### src/assert_macros.svh
// ----------------------------------------------------------------------------
// assert_macros.svh
// Assertion helpers shared by the RTL; they compile to nothing for synthesis.
// ----------------------------------------------------------------------------
`ifndef ASSERT_MACROS_SVH
`define ASSERT_MACROS_SVH

`ifndef SYNTHESIS

// Check that prop holds at every rising edge outside reset
`define RDC_ASSERT(lbl, clk, rst_n, prop) \
	lbl: assert property (@(posedge clk) disable iff (!rst_n) (prop)) \
		else $error("%m: assertion failed");

// Check that cond never holds at a rising edge outside reset
`define RDC_NEVER(lbl, clk, rst_n, cond) \
	lbl: assert property (@(posedge clk) disable iff (!rst_n) !(cond)) \
		else $error("%m: forbidden condition seen");

`else

`define RDC_ASSERT(lbl, clk, rst_n, prop)
`define RDC_NEVER(lbl, clk, rst_n, cond)

`endif

`endif

### src/rdc_pkg.sv
// ----------------------------------------------------------------------------
// rdc_pkg
// Types, command codes, register indexes and reset values of the drive
// controller.
// ----------------------------------------------------------------------------
`timescale 1ns / 1ps

package rdc_pkg;

	localparam int TICKS_PER_US = 4;
	localparam int SAMPLE_BITS  = 12;

	// Remote command codes
	localparam logic [31:0] CMD_STOP      = 32'h19E6_0707;
	localparam logic [31:0] CMD_FORWARD   = 32'h9F60_0707;
	localparam logic [31:0] CMD_BACKWARD  = 32'h9E61_0707;
	localparam logic [31:0] CMD_FASTER    = 32'hF807_0707;
	localparam logic [31:0] CMD_SLOWER    = 32'hF40B_0707;
	localparam logic [31:0] CMD_LEFT      = 32'h9A65_0707;
	localparam logic [31:0] CMD_RIGHT     = 32'h9D62_0707;
	localparam logic [31:0] CMD_HOME_STOP = 32'h8679_0707;
	localparam logic [31:0] CMD_CENTER    = 32'h9768_0707;

	// Register indexes
	localparam logic [2:0] CFG_SENSOR_OFFSET = 3'd0;
	localparam logic [2:0] CFG_THRESHOLD     = 3'd1;
	localparam logic [2:0] CFG_INTERVAL      = 3'd2;
	localparam logic [2:0] CFG_PWM_PERIOD    = 3'd3;
	localparam logic [2:0] CFG_STEER_CENTER  = 3'd4;
	localparam logic [2:0] CFG_STEER_LEFT    = 3'd5;
	localparam logic [2:0] CFG_STEER_RIGHT   = 3'd6;
	localparam logic [2:0] CFG_STEER_STEP    = 3'd7;

	// Register reset values
	localparam logic [11:0] RST_SENSOR_OFFSET = 12'd0;
	localparam logic [11:0] RST_THRESHOLD     = 12'd1500;
	localparam logic [9:0]  RST_INTERVAL      = 10'd100;
	localparam logic [15:0] RST_PWM_PERIOD    = 16'd40000;
	localparam logic [11:0] RST_STEER_CENTER  = 12'd1470;
	localparam logic [11:0] RST_STEER_LEFT    = 12'd1770;
	localparam logic [11:0] RST_STEER_RIGHT   = 12'd1170;
	localparam logic [7:0]  RST_STEER_STEP    = 8'd15;

	// Divide a 16-bit value by ten: (x * 52429) >> 19 is exact below 2^16
	localparam logic [15:0] DIV10_MUL   = 16'd52429;
	localparam int          DIV10_SHIFT = 19;
	localparam logic [12:0] RST_DELTA   = 13'(RST_PWM_PERIOD / 10);

	typedef enum logic [1:0] {
		MODE_STOP = 2'd0,
		MODE_FWD  = 2'd1,
		MODE_BACK = 2'd2
	} mode_t;

	// Work items carried from the front to the back
	typedef enum logic [3:0] {
		OP_NONE,
		OP_STOP,
		OP_FWD,
		OP_BACK,
		OP_FASTER,
		OP_SLOWER,
		OP_LEFT,
		OP_RIGHT,
		OP_HOME_STOP,
		OP_CENTER,
		OP_OBSTACLE
	} op_t;

	typedef struct packed {
		logic [11:0] sensor_offset;
		logic [11:0] obstacle_threshold;
		logic [9:0]  check_interval;
		logic [15:0] pwm_period;
		logic [11:0] steer_center;
		logic [11:0] steer_left_limit;
		logic [11:0] steer_right_limit;
		logic [7:0]  steer_step;
	} cfg_t;

	typedef struct packed {
		logic        valid;
		logic [15:0] period;
	} pwm_reload_t;

	typedef struct packed {
		logic valid;
		op_t  op;
	} qentry_t;

endpackage

### src/rdc_front.sv
// ----------------------------------------------------------------------------
// rdc_front
// Accepts input items, keeps the sensor mean and check phase, and turns every
// command and each sample that may see an obstacle into a back-end work entry.
// ----------------------------------------------------------------------------
`timescale 1ns / 1ps

module rdc_front (
	input  logic             clk,
	input  logic             arst_n,
	input  logic             in_valid,
	input  logic             in_stall,
	input  logic             action,
	input  logic [11:0]      sample,
	input  logic [31:0]      command_code,
	input  rdc_pkg::cfg_t    cfg,
	output rdc_pkg::qentry_t push
);

	logic               accept;
	logic [11:0]        raw;
	logic signed [12:0] x;
	logic signed [13:0] sum;
	logic signed [13:0] sum_adj;
	logic signed [12:0] mean_n;
	logic signed [12:0] mean_q;
	logic [9:0]         interval;
	logic [10:0]        phase_inc;
	logic [9:0]         phase_n;
	logic [9:0]         phase_q;
	logic               hit;
	rdc_pkg::op_t       cmd_op;

	assign accept = in_valid && !in_stall;

	// Remove the offset and average with the stored mean, rounding toward zero
	always_comb begin
		raw       = sample[rdc_pkg::SAMPLE_BITS-1:0];
		x         = $signed({1'b0, raw}) - $signed({1'b0, cfg.sensor_offset});
		sum       = {mean_q[12], mean_q} + {x[12], x};
		sum_adj   = sum + 14'({13'd0, sum[13]});
		mean_n    = sum_adj[13:1];
		interval  = (cfg.check_interval == 10'd0) ? 10'd1 : cfg.check_interval;
		phase_inc = {1'b0, phase_q} + 11'd1;
		phase_n   = (phase_inc >= {1'b0, interval}) ? 10'd0 : phase_inc[9:0];
		hit       = (phase_q == 10'd0) &&
			(mean_n >= $signed({1'b0, cfg.obstacle_threshold}));
	end

	// Classify the command code
	always_comb begin
		unique case (command_code)
			rdc_pkg::CMD_STOP:      cmd_op = rdc_pkg::OP_STOP;
			rdc_pkg::CMD_FORWARD:   cmd_op = rdc_pkg::OP_FWD;
			rdc_pkg::CMD_BACKWARD:  cmd_op = rdc_pkg::OP_BACK;
			rdc_pkg::CMD_FASTER:    cmd_op = rdc_pkg::OP_FASTER;
			rdc_pkg::CMD_SLOWER:    cmd_op = rdc_pkg::OP_SLOWER;
			rdc_pkg::CMD_LEFT:      cmd_op = rdc_pkg::OP_LEFT;
			rdc_pkg::CMD_RIGHT:     cmd_op = rdc_pkg::OP_RIGHT;
			rdc_pkg::CMD_HOME_STOP: cmd_op = rdc_pkg::OP_HOME_STOP;
			rdc_pkg::CMD_CENTER:    cmd_op = rdc_pkg::OP_CENTER;
			default:                cmd_op = rdc_pkg::OP_NONE;
		endcase
	end

	// Queue every command; queue a sample only when it may see an obstacle
	always_comb begin
		push.valid = accept && (action || hit);
		push.op    = action ? cmd_op : rdc_pkg::OP_OBSTACLE;
	end

	// Advance the mean and phase on each sample transfer
	always_ff @(posedge clk or negedge arst_n) begin
		if (!arst_n) begin
			mean_q  <= '0;
			phase_q <= '0;
		end else if (accept && !action) begin
			mean_q  <= mean_n;
			phase_q <= phase_n;
		end
	end

endmodule

### src/rdc_queue.sv
// ----------------------------------------------------------------------------
// rdc_queue
// Two-entry queue of work entries between the front and the back end.
// ----------------------------------------------------------------------------
`timescale 1ns / 1ps

module rdc_queue (
	input  logic             clk,
	input  logic             arst_n,
	input  rdc_pkg::qentry_t push,
	input  logic             pop,
	output rdc_pkg::qentry_t head,
	output logic             full
);

	rdc_pkg::op_t mem_q [2];
	logic         wr_ptr_q;
	logic         rd_ptr_q;
	logic [1:0]   count_q;

	assign full       = (count_q == 2'd2);
	assign head.valid = (count_q != 2'd0);
	assign head.op    = mem_q[rd_ptr_q];

	// Store pushed entries
	always_ff @(posedge clk) begin
		if (push.valid) begin
			mem_q[wr_ptr_q] <= push.op;
		end
	end

	// Advance pointers and the fill count
	always_ff @(posedge clk or negedge arst_n) begin
		if (!arst_n) begin
			wr_ptr_q <= 1'b0;
			rd_ptr_q <= 1'b0;
			count_q  <= 2'd0;
		end else begin
			if (push.valid) begin
				wr_ptr_q <= !wr_ptr_q;
			end
			if (pop) begin
				rd_ptr_q <= !rd_ptr_q;
			end
			unique case ({push.valid, pop})
				2'b10:   count_q <= count_q + 2'd1;
				2'b01:   count_q <= count_q - 2'd1;
				default: count_q <= count_q;
			endcase
		end
	end

endmodule

### src/rdc_back.sv
// ----------------------------------------------------------------------------
// rdc_back
// Carries out queued work entries on the drive state and holds the result
// in the output register.
// ----------------------------------------------------------------------------
`timescale 1ns / 1ps

module rdc_back (
	input  logic                 clk,
	input  logic                 arst_n,
	input  rdc_pkg::cfg_t        cfg,
	input  rdc_pkg::pwm_reload_t reload,
	input  rdc_pkg::qentry_t     head,
	output logic                 pop,
	output logic                 out_valid,
	input  logic                 out_stall,
	output logic [15:0]          forward_duty,
	output logic [15:0]          backward_duty,
	output logic [15:0]          servo_compare,
	output logic [1:0]           drive_mode,
	output logic                 burst,
	output logic                 last
);

	rdc_pkg::mode_t dir_q;
	rdc_pkg::mode_t dir_n;
	logic [15:0]    speed_q;
	logic [15:0]    speed_n;
	logic [11:0]    steer_q;
	logic [11:0]    steer_n;
	logic           pend_q;
	logic           pend_n;
	logic [12:0]    delta_q;
	logic [31:0]    prod;

	logic           out_free;
	logic           fire;
	logic           emit;
	logic [15:0]    res_fwd;
	logic [15:0]    res_back;
	rdc_pkg::mode_t res_mode;
	logic           res_burst;
	logic           res_last;
	logic [11:0]    res_steer;

	logic [12:0]    sum_l;
	logic [11:0]    steer_left;
	logic [12:0]    bound_r;
	logic [11:0]    steer_right;
	logic [16:0]    sum_s;
	logic [15:0]    speed_up;
	logic [15:0]    speed_dn;

	logic           out_valid_q;
	logic [15:0]    fwd_q;
	logic [15:0]    back_q;
	logic [15:0]    servo_q;
	rdc_pkg::mode_t mode_q;
	logic           burst_q;
	logic           last_q;

	assign out_free = !out_valid_q || !out_stall;
	assign fire     = head.valid && out_free;
	assign prod     = cfg.pwm_period * rdc_pkg::DIV10_MUL;

	// Clamp the steering and speed steps
	always_comb begin
		sum_l       = {1'b0, steer_q} + 13'({5'd0, cfg.steer_step});
		steer_left  = (sum_l > {1'b0, cfg.steer_left_limit}) ?
			cfg.steer_left_limit : sum_l[11:0];
		bound_r     = {1'b0, cfg.steer_right_limit} + 13'({5'd0, cfg.steer_step});
		steer_right = ({1'b0, steer_q} < bound_r) ?
			cfg.steer_right_limit : steer_q - 12'({4'd0, cfg.steer_step});
		sum_s       = {1'b0, speed_q} + 17'({4'd0, delta_q});
		speed_up    = (sum_s > {1'b0, cfg.pwm_period}) ? cfg.pwm_period : sum_s[15:0];
		speed_dn    = (speed_q < {3'd0, delta_q}) ? 16'd0 : speed_q - {3'd0, delta_q};
	end

	// Execute the head entry and form its result
	always_comb begin
		dir_n     = dir_q;
		speed_n   = speed_q;
		steer_n   = steer_q;
		pend_n    = pend_q;
		pop       = 1'b0;
		emit      = 1'b0;
		res_fwd   = 16'd0;
		res_back  = 16'd0;
		res_mode  = rdc_pkg::MODE_STOP;
		res_burst = 1'b0;
		res_last  = 1'b1;
		res_steer = steer_q;
		if (fire) begin
			if (pend_q) begin
				// Second result after a burst: reverse at speed, full left
				emit     = 1'b1;
				pop      = 1'b1;
				pend_n   = 1'b0;
				res_back = speed_q;
				res_mode = rdc_pkg::MODE_BACK;
			end else if (head.op == rdc_pkg::OP_OBSTACLE) begin
				if (dir_q == rdc_pkg::MODE_FWD) begin
					emit      = 1'b1;
					pend_n    = 1'b1;
					dir_n     = rdc_pkg::MODE_BACK;
					steer_n   = cfg.steer_left_limit;
					res_back  = cfg.pwm_period;
					res_mode  = rdc_pkg::MODE_BACK;
					res_burst = 1'b1;
					res_last  = 1'b0;
				end else begin
					pop = 1'b1;
				end
			end else begin
				emit = 1'b1;
				pop  = 1'b1;
				unique case (head.op)
					rdc_pkg::OP_STOP:      dir_n = rdc_pkg::MODE_STOP;
					rdc_pkg::OP_FWD:       dir_n = rdc_pkg::MODE_FWD;
					rdc_pkg::OP_BACK:      dir_n = rdc_pkg::MODE_BACK;
					rdc_pkg::OP_FASTER:    speed_n = speed_up;
					rdc_pkg::OP_SLOWER:    speed_n = speed_dn;
					rdc_pkg::OP_LEFT:      steer_n = steer_left;
					rdc_pkg::OP_RIGHT:     steer_n = steer_right;
					rdc_pkg::OP_HOME_STOP: begin
						steer_n = cfg.steer_center;
						dir_n   = rdc_pkg::MODE_STOP;
					end
					rdc_pkg::OP_CENTER:    steer_n = cfg.steer_center;
					default:               dir_n = dir_q;
				endcase
				res_steer = steer_n;
				unique case (dir_n)
					rdc_pkg::MODE_FWD: begin
						res_fwd  = speed_n;
						res_mode = rdc_pkg::MODE_FWD;
					end
					rdc_pkg::MODE_BACK: begin
						res_back = speed_n;
						res_mode = rdc_pkg::MODE_BACK;
					end
					default: res_mode = rdc_pkg::MODE_STOP;
				endcase
			end
		end
	end

	// Update drive state; a period write reloads speed to half
	always_ff @(posedge clk or negedge arst_n) begin
		if (!arst_n) begin
			dir_q   <= rdc_pkg::MODE_STOP;
			speed_q <= rdc_pkg::RST_PWM_PERIOD >> 1;
			steer_q <= rdc_pkg::RST_STEER_CENTER;
			pend_q  <= 1'b0;
			delta_q <= rdc_pkg::RST_DELTA;
		end else begin
			delta_q <= prod[rdc_pkg::DIV10_SHIFT+12:rdc_pkg::DIV10_SHIFT];
			if (reload.valid) begin
				speed_q <= reload.period >> 1;
			end else if (fire) begin
				speed_q <= speed_n;
			end
			if (fire) begin
				dir_q   <= dir_n;
				steer_q <= steer_n;
				pend_q  <= pend_n;
			end
		end
	end

	// Hold the result until its transfer
	always_ff @(posedge clk or negedge arst_n) begin
		if (!arst_n) begin
			out_valid_q <= 1'b0;
		end else if (fire && emit) begin
			out_valid_q <= 1'b1;
		end else if (!out_stall) begin
			out_valid_q <= 1'b0;
		end
	end

	always_ff @(posedge clk) begin
		if (fire && emit) begin
			fwd_q   <= res_fwd;
			back_q  <= res_back;
			servo_q <= 16'(32'(res_steer) * rdc_pkg::TICKS_PER_US);
			mode_q  <= res_mode;
			burst_q <= res_burst;
			last_q  <= res_last;
		end
	end

	assign out_valid     = out_valid_q;
	assign forward_duty  = fwd_q;
	assign backward_duty = back_q;
	assign servo_compare = servo_q;
	assign drive_mode    = mode_q;
	assign burst         = burst_q;
	assign last          = last_q;

endmodule

### src/remote_drive_controller.sv
// ----------------------------------------------------------------------------
// remote_drive_controller
// Cart drive logic: sensor averaging with obstacle reversal and remote
// command handling, front end and back end joined by a short queue.
// ----------------------------------------------------------------------------
// Input channel (in_valid / in_stall): action 0 carries a sensor sample,
// action 1 a remote command code. A transfer happens when in_valid is high
// and in_stall low. Output channel (out_valid / out_stall) carries one
// result per transfer; last marks the final result of an input item.
// Every command yields one result; a sample yields none, or two (a burst
// result, then the full-left reverse) when it detects an obstacle while
// driving forward. Configuration writes go through cfg_valid / cfg_ready
// (always ready) with cfg_index and cfg_data; the user must make them only
// while the block is idle, as the block itself does not enforce this.
// A result passes through the queue and then the output register.
// Throughput: one item per cycle while out_stall is low; an obstacle
// reversal makes the back end give two results for one queue entry.
// in_stall rises only when the two-entry queue is full, as it can be
// during an obstacle reversal and while out_stall holds the back end.
// Reset loads the register defaults, stops the drive, centers steering and
// sets speed to half the period.
// ----------------------------------------------------------------------------
`timescale 1ns / 1ps

`include "assert_macros.svh"

module remote_drive_controller (
	input  logic        clk,
	input  logic        arst_n,
	input  logic        in_valid,
	output logic        in_stall,
	input  logic        action,
	input  logic [11:0] sample,
	input  logic [31:0] command_code,
	output logic        out_valid,
	input  logic        out_stall,
	output logic [15:0] forward_duty,
	output logic [15:0] backward_duty,
	output logic [15:0] servo_compare,
	output logic [1:0]  drive_mode,
	output logic        burst,
	output logic        last,
	input  logic        cfg_valid,
	output logic        cfg_ready,
	input  logic [2:0]  cfg_index,
	input  logic [15:0] cfg_data
);

	rdc_pkg::cfg_t        cfg_q;
	rdc_pkg::pwm_reload_t reload;
	rdc_pkg::qentry_t     push;
	rdc_pkg::qentry_t     head;
	logic                 pop;
	logic                 q_full;
	logic                 cfg_write;

	assign cfg_ready = 1'b1;
	assign cfg_write = cfg_valid && cfg_ready;
	assign in_stall  = q_full;

	// Signal a speed reload on a period write
	always_comb begin
		reload.valid  = cfg_write && (cfg_index == rdc_pkg::CFG_PWM_PERIOD);
		reload.period = cfg_data;
	end

	// Write configuration registers
	always_ff @(posedge clk or negedge arst_n) begin
		if (!arst_n) begin
			cfg_q.sensor_offset      <= rdc_pkg::RST_SENSOR_OFFSET;
			cfg_q.obstacle_threshold <= rdc_pkg::RST_THRESHOLD;
			cfg_q.check_interval     <= rdc_pkg::RST_INTERVAL;
			cfg_q.pwm_period         <= rdc_pkg::RST_PWM_PERIOD;
			cfg_q.steer_center       <= rdc_pkg::RST_STEER_CENTER;
			cfg_q.steer_left_limit   <= rdc_pkg::RST_STEER_LEFT;
			cfg_q.steer_right_limit  <= rdc_pkg::RST_STEER_RIGHT;
			cfg_q.steer_step         <= rdc_pkg::RST_STEER_STEP;
		end else if (cfg_write) begin
			unique case (cfg_index)
				rdc_pkg::CFG_SENSOR_OFFSET: cfg_q.sensor_offset      <= cfg_data[11:0];
				rdc_pkg::CFG_THRESHOLD:     cfg_q.obstacle_threshold <= cfg_data[11:0];
				rdc_pkg::CFG_INTERVAL:      cfg_q.check_interval     <= cfg_data[9:0];
				rdc_pkg::CFG_PWM_PERIOD:    cfg_q.pwm_period         <= cfg_data;
				rdc_pkg::CFG_STEER_CENTER:  cfg_q.steer_center       <= cfg_data[11:0];
				rdc_pkg::CFG_STEER_LEFT:    cfg_q.steer_left_limit   <= cfg_data[11:0];
				rdc_pkg::CFG_STEER_RIGHT:   cfg_q.steer_right_limit  <= cfg_data[11:0];
				rdc_pkg::CFG_STEER_STEP:    cfg_q.steer_step         <= cfg_data[7:0];
				default:                    cfg_q <= cfg_q;
			endcase
		end
	end

	rdc_front u_front (
		.clk          (clk),
		.arst_n       (arst_n),
		.in_valid     (in_valid),
		.in_stall     (in_stall),
		.action       (action),
		.sample       (sample),
		.command_code (command_code),
		.cfg          (cfg_q),
		.push         (push)
	);

	rdc_queue u_queue (
		.clk    (clk),
		.arst_n (arst_n),
		.push   (push),
		.pop    (pop),
		.head   (head),
		.full   (q_full)
	);

	rdc_back u_back (
		.clk           (clk),
		.arst_n        (arst_n),
		.cfg           (cfg_q),
		.reload        (reload),
		.head          (head),
		.pop           (pop),
		.out_valid     (out_valid),
		.out_stall     (out_stall),
		.forward_duty  (forward_duty),
		.backward_duty (backward_duty),
		.servo_compare (servo_compare),
		.drive_mode    (drive_mode),
		.burst         (burst),
		.last          (last)
	);

	// A push never lands on a full queue
	`RDC_NEVER(a_queue_no_overflow, clk, arst_n, push.valid && q_full)
	// A burst transfer is followed at once by the closing reverse result
	`RDC_ASSERT(a_burst_pair, clk, arst_n, (out_valid && !out_stall && burst) |=> (out_valid && !burst && last && (drive_mode == rdc_pkg::MODE_BACK)))
	// A burst result is never the last one of its item
	`RDC_ASSERT(a_burst_not_last, clk, arst_n, (out_valid && burst) |-> !last)
	// Both motor channels are never driven together
	`RDC_ASSERT(a_one_motor, clk, arst_n, out_valid |-> ((forward_duty == 16'd0) || (backward_duty == 16'd0)))

endmodule

### config.mk
export PLATFORM = sky130hd
export DESIGN_NAME = remote_drive_controller
export DESIGN_NICKNAME = d
export VERILOG_FILES = /design/src/rdc_pkg.sv /design/src/rdc_front.sv /design/src/rdc_queue.sv /design/src/rdc_back.sv /design/src/remote_drive_controller.sv
export VERILOG_INCLUDE_DIRS = /design/src /design/src/src
export SDC_FILE = /design/constraint.sdc
export NUM_CORES = 1
export LEC_CHECK = 0
export ABC_CLOCK_PERIOD_IN_PS = 7300
export BUFFER_PORTS_ARGS = -buffer_cell sky130_fd_sc_hd__buf_2
export CAP_MARGIN = 20
export CORE_ASPECT_RATIO = 0.6
export CORE_MARGIN = 4
export CORE_UTILIZATION = 45
export DETAILED_ROUTE_END_ITERATION = 7
export HOLD_SLACK_MARGIN = 0.08
export PLACE_DENSITY = 0.7
export SYNTH_ARGS = -nofsm -noshare
export SYNTH_HDL_FRONTEND = slang
export SYNTH_SLANG_ARGS = --single-unit
### constraint.sdc
create_clock -name clk -period 7.3 [get_ports clk]
set_input_delay 0.73 -clock clk [delete_from_list [all_inputs] [get_ports clk]]
set_output_delay 0.73 -clock clk [all_outputs]
set_load 0.01 [all_outputs]
==> flow_metrics.env <==
export IMPL_outcome="completed"
export IMPL_synth_seq_cells=222
export IMPL_worstSetupPathType="reg -> reg"
export IMPL_grt_pass1_wl_um=90000
export IMPL_drt_total_wl_um=57700
export IMPL_syn_avg_cell_area_um2=9.51
export IMPL_finalSetupViolCount=0
export IMPL_dpl_worst_slack_ns=0.160
export IMPL_die_y_um=170
export IMPL_gp_congestion=0.961
export IMPL_yosysTopAreaCellShare_pct=17.3
export IMPL_synthSimpleGateAreaFrac_pct=13.1
export IMPL_layout_common_cells="ha_1 (272), inv_1 (248), nand2_1 (160), o21ai_0 (150), nor2_1 (127)"
export IMPL_cp_required_ns=7.77
export IMPL_drc=0
export IMPL_layout_commonest_cell="ha_1"
export IMPL_synth_compound_area_share_pct=15.7
export IMPL_min_period_ns=6.62
export IMPL_drt_iter0_drc=1598
export IMPL_synthCells=2071
export IMPL_cts_sinks=222
export IMPL_crit_path_max_incr_delay_ns=0.42
export IMPL_hold_viol=0
export IMPL_ctsHtreeMaxLevel=1
export IMPL_postCtsSetupBuffers=0
export IMPL_cts_buffers=25
export IMPL_relSlewSlack_pct=28.6
export IMPL_start_kind="flop"
export IMPL_yosys_area_share_xor_xnor_pct=4.67
export IMPL_worstPathArrival_ns=7.09
export IMPL_grt_pass1_vias=15600
export IMPL_seq_area_frac_synth_pct=30.0
export IMPL_setup_slack_ns=0.678
export IMPL_holdWs_ns=0.298
export IMPL_dieArea_um2=47300
export IMPL_fin_crit_sh_pct=90.7
export IMPL_synth_edf_count=56
export IMPL_core_um2=43300
export IMPL_ioPinCount=124
export IMPL_avgViaCountPerCell=5.82
export IMPL_cts_path_max_buffers=3
export IMPL_cts_tree="done"
export IMPL_finalSetupTns_ns=0
export IMPL_antenna_cells=0
export IMPL_yosys_most_used_dff="dfrtp_1"
export IMPL_rows=59
export IMPL_dr_pass1_iters=6
export IMPL_initial_core_util_pct=45.5
export IMPL_crit_path_max_fanout=5
export IMPL_synth_top_family_by_area="adder cells"
export IMPL_synth_warnings=0
export IMPL_synth_fa_ha_area_share_pct=26.2
export IMPL_clock_root_buffer="clkbuf_16"
export IMPL_yosys_area_top_type="ha_1"
export IMPL_path_delay_family="compound AO/OA/AOI/OAI gates"
export IMPL_via_count=16100
export IMPL_io_buffers=118
export IMPL_slew_violations=0
export IMPL_fmax_mhz=151
export IMPL_synth_cell_type_count=86
export IMPL_min_path_type="in -> async"
export IMPL_clock_latency_ns=0.56
export IMPL_rsz0062_at_grt="no"
export IMPL_nFillCells=4087
export IMPL_grt_max_degree=97
export IMPL_layout_drive_gt1_share_pct=15.2
export IMPL_ctsHoldBuffers=0
export IMPL_area_delta_synth_final_pct=10.4
export IMPL_antenna_found_initial=1
export IMPL_path_common_cell="ha_1"
export IMPL_worst_pin_slew_ns=1.06
export IMPL_antenna_left=0
export IMPL_slowest_stage="a2111oi_1"
export IMPL_place_hpwl_um=45500
export IMPL_skew_ns=0.0176
export IMPL_die_width_um=278
export IMPL_wl_per_cell_um=20.9
export IMPL_synth_async_sr_flop_share_pct=74.8
export IMPL_syn_cell_area_um2=19700
export IMPL_clk_pin_slew_ns=0.07
export IMPL_yosys_top_cells_area="ha_1 (17%), dfrtp_1 (14%), fa_1 (8.9%), edfxtp_1 (8.5%), dfstp_2 (7.6%)"
export IMPL_critPathBufInv=1
export IMPL_end_kind="flop"
export IMPL_final_nets=2596
export IMPL_grt_usage_pct=24.1
export IMPL_multiInputGateArea_um2=12600
export IMPL_gr_total_overflow=0
export IMPL_seq_area_um2=5910
export IMPL_drv_cap=0
export IMPL_synthMuxAreaShare_pct=4.09
## final cells by class
| type | count | share of cell area (%) |
|---|---|---|
| well taps | 579 | 3.33 |
| inverters | 248 | 4.28 |
| flip-flops and latches | 222 | 27.2 |
| multi-input cells | 1534 | 58.0 |
| repair buffers | 136 | 3.37 |
| clock inverters | 18 | 0.926 |
| clock buffers | 28 | 2.93 |
## path summary, 6_finish.rpt
check,startpoint,cells after the start,endpoint,slack (ns)
max in group asynchronous,arst_n,2,u_front.mean_q[3]$_DFFE_PN0P_,5.51
max reg2reg,cfg_q[82]$_DFFE_PN0P_,30,u_queue.count_q[1]$_DFFE_PN0P_,0.68
min,arst_n,1,cfg_q[53]$_DFFE_PN0P_,0.30
min in group clk,out_stall,2,u_back.out_valid$_DFFE_PN0P_,0.40
max,cfg_q[82]$_DFFE_PN0P_,30,u_queue.count_q[1]$_DFFE_PN0P_,0.68
min reg2reg,u_queue.wr_ptr_q$_DFFE_PN0P_,1,u_queue.wr_ptr_q$_DFFE_PN0P_,0.49
## what timing repair did
action	in CTS	in global routing
endpoints found under the hold margin	0	0
setup endpoints to repair	0	10
gates resized for setup	0	3
## kinds of logic (layout without fill, tap and decap cells)
| kind of cell | Yosys count | in the layout |
|---|---|---|
| compound gates | 464 | 464 |
| xor+xnor | 105 | 105 |
| fa+ha+maj | 360 | 360 |
| buf+inv | 318 | 430 |
| flops | 222 | 222 |
| mux | 72 | 72 |
| other cells | 2 | 5 |
| simple gates | 528 | 528 |
## registers in the layout (all words and copies together) (netlist names)
signal / cells
u_back.pend_q: 1
u_front.phase_q: 10
u_queue.mem_q: 8
u_back.delta_q: 13
u_back.servo_compare: 12
u_back.forward_duty: 16
u_back.backward_duty: 16
u_queue.wr_ptr_q: 1
cfg_q: 94
u_queue.count_q: 2
u_front.mean_q: 13
u_back.out_valid: 1
u_queue.rd_ptr_q: 1
u_back.last: 1
u_back.speed_q: 16
u_back.burst: 1
u_back.dir_q: 2
u_back.steer_q: 12
u_back.drive_mode: 2
## per-layer routing
metal  vias up  global-route usage, %  share of wire [%]
li1       7460                      -                  -
met1      7841                   37.7                 48
met2       703                   33.6                 39
met3        86                   6.61                 11
met4         2                   3.79                1.8
met5         -                      0              0.050
## Yosys cell counts (all sizes together), types with 8 or more instances
cell type	n
ha	272
inv	248
nand2	161
o21ai	153
nor2	130
dfrtp	109
fa	88
xnor2	77
a21oi	76
mux2	62
dfstp	57
edfxtp	56
nand3	56
clkbuf	52
nor2b	35
nor3	33
xor2	28
a22oi	27
a21o	25
o211ai	25
nand2b	23
o21a	20
buf	18
a211oi	16
a221oi	16
nand4	15
a31oi	12
and2	12
a22o	10
mux2i	10
o2111ai	10
o21bai	9
or2	9
nor3b	8
nor4	8
## metrics by stage
stage | util [%] | cells | area, um^2
2_1_floorplan | - | 2074 | 19700
3_3_place_gp | 48.3 | 2719 | 20900
3_5_place_dp | 48.3 | 2719 | 20900
4_1_cts | 50.3 | 2765 | 21700
5_1_grt | 50.3 | 2765 | 21700
6_report | 50.3 | 2765 | 21700
Power is not shown: default switching activity piles up to over one toggle a cycle in this logic, so the estimate is an artifact.
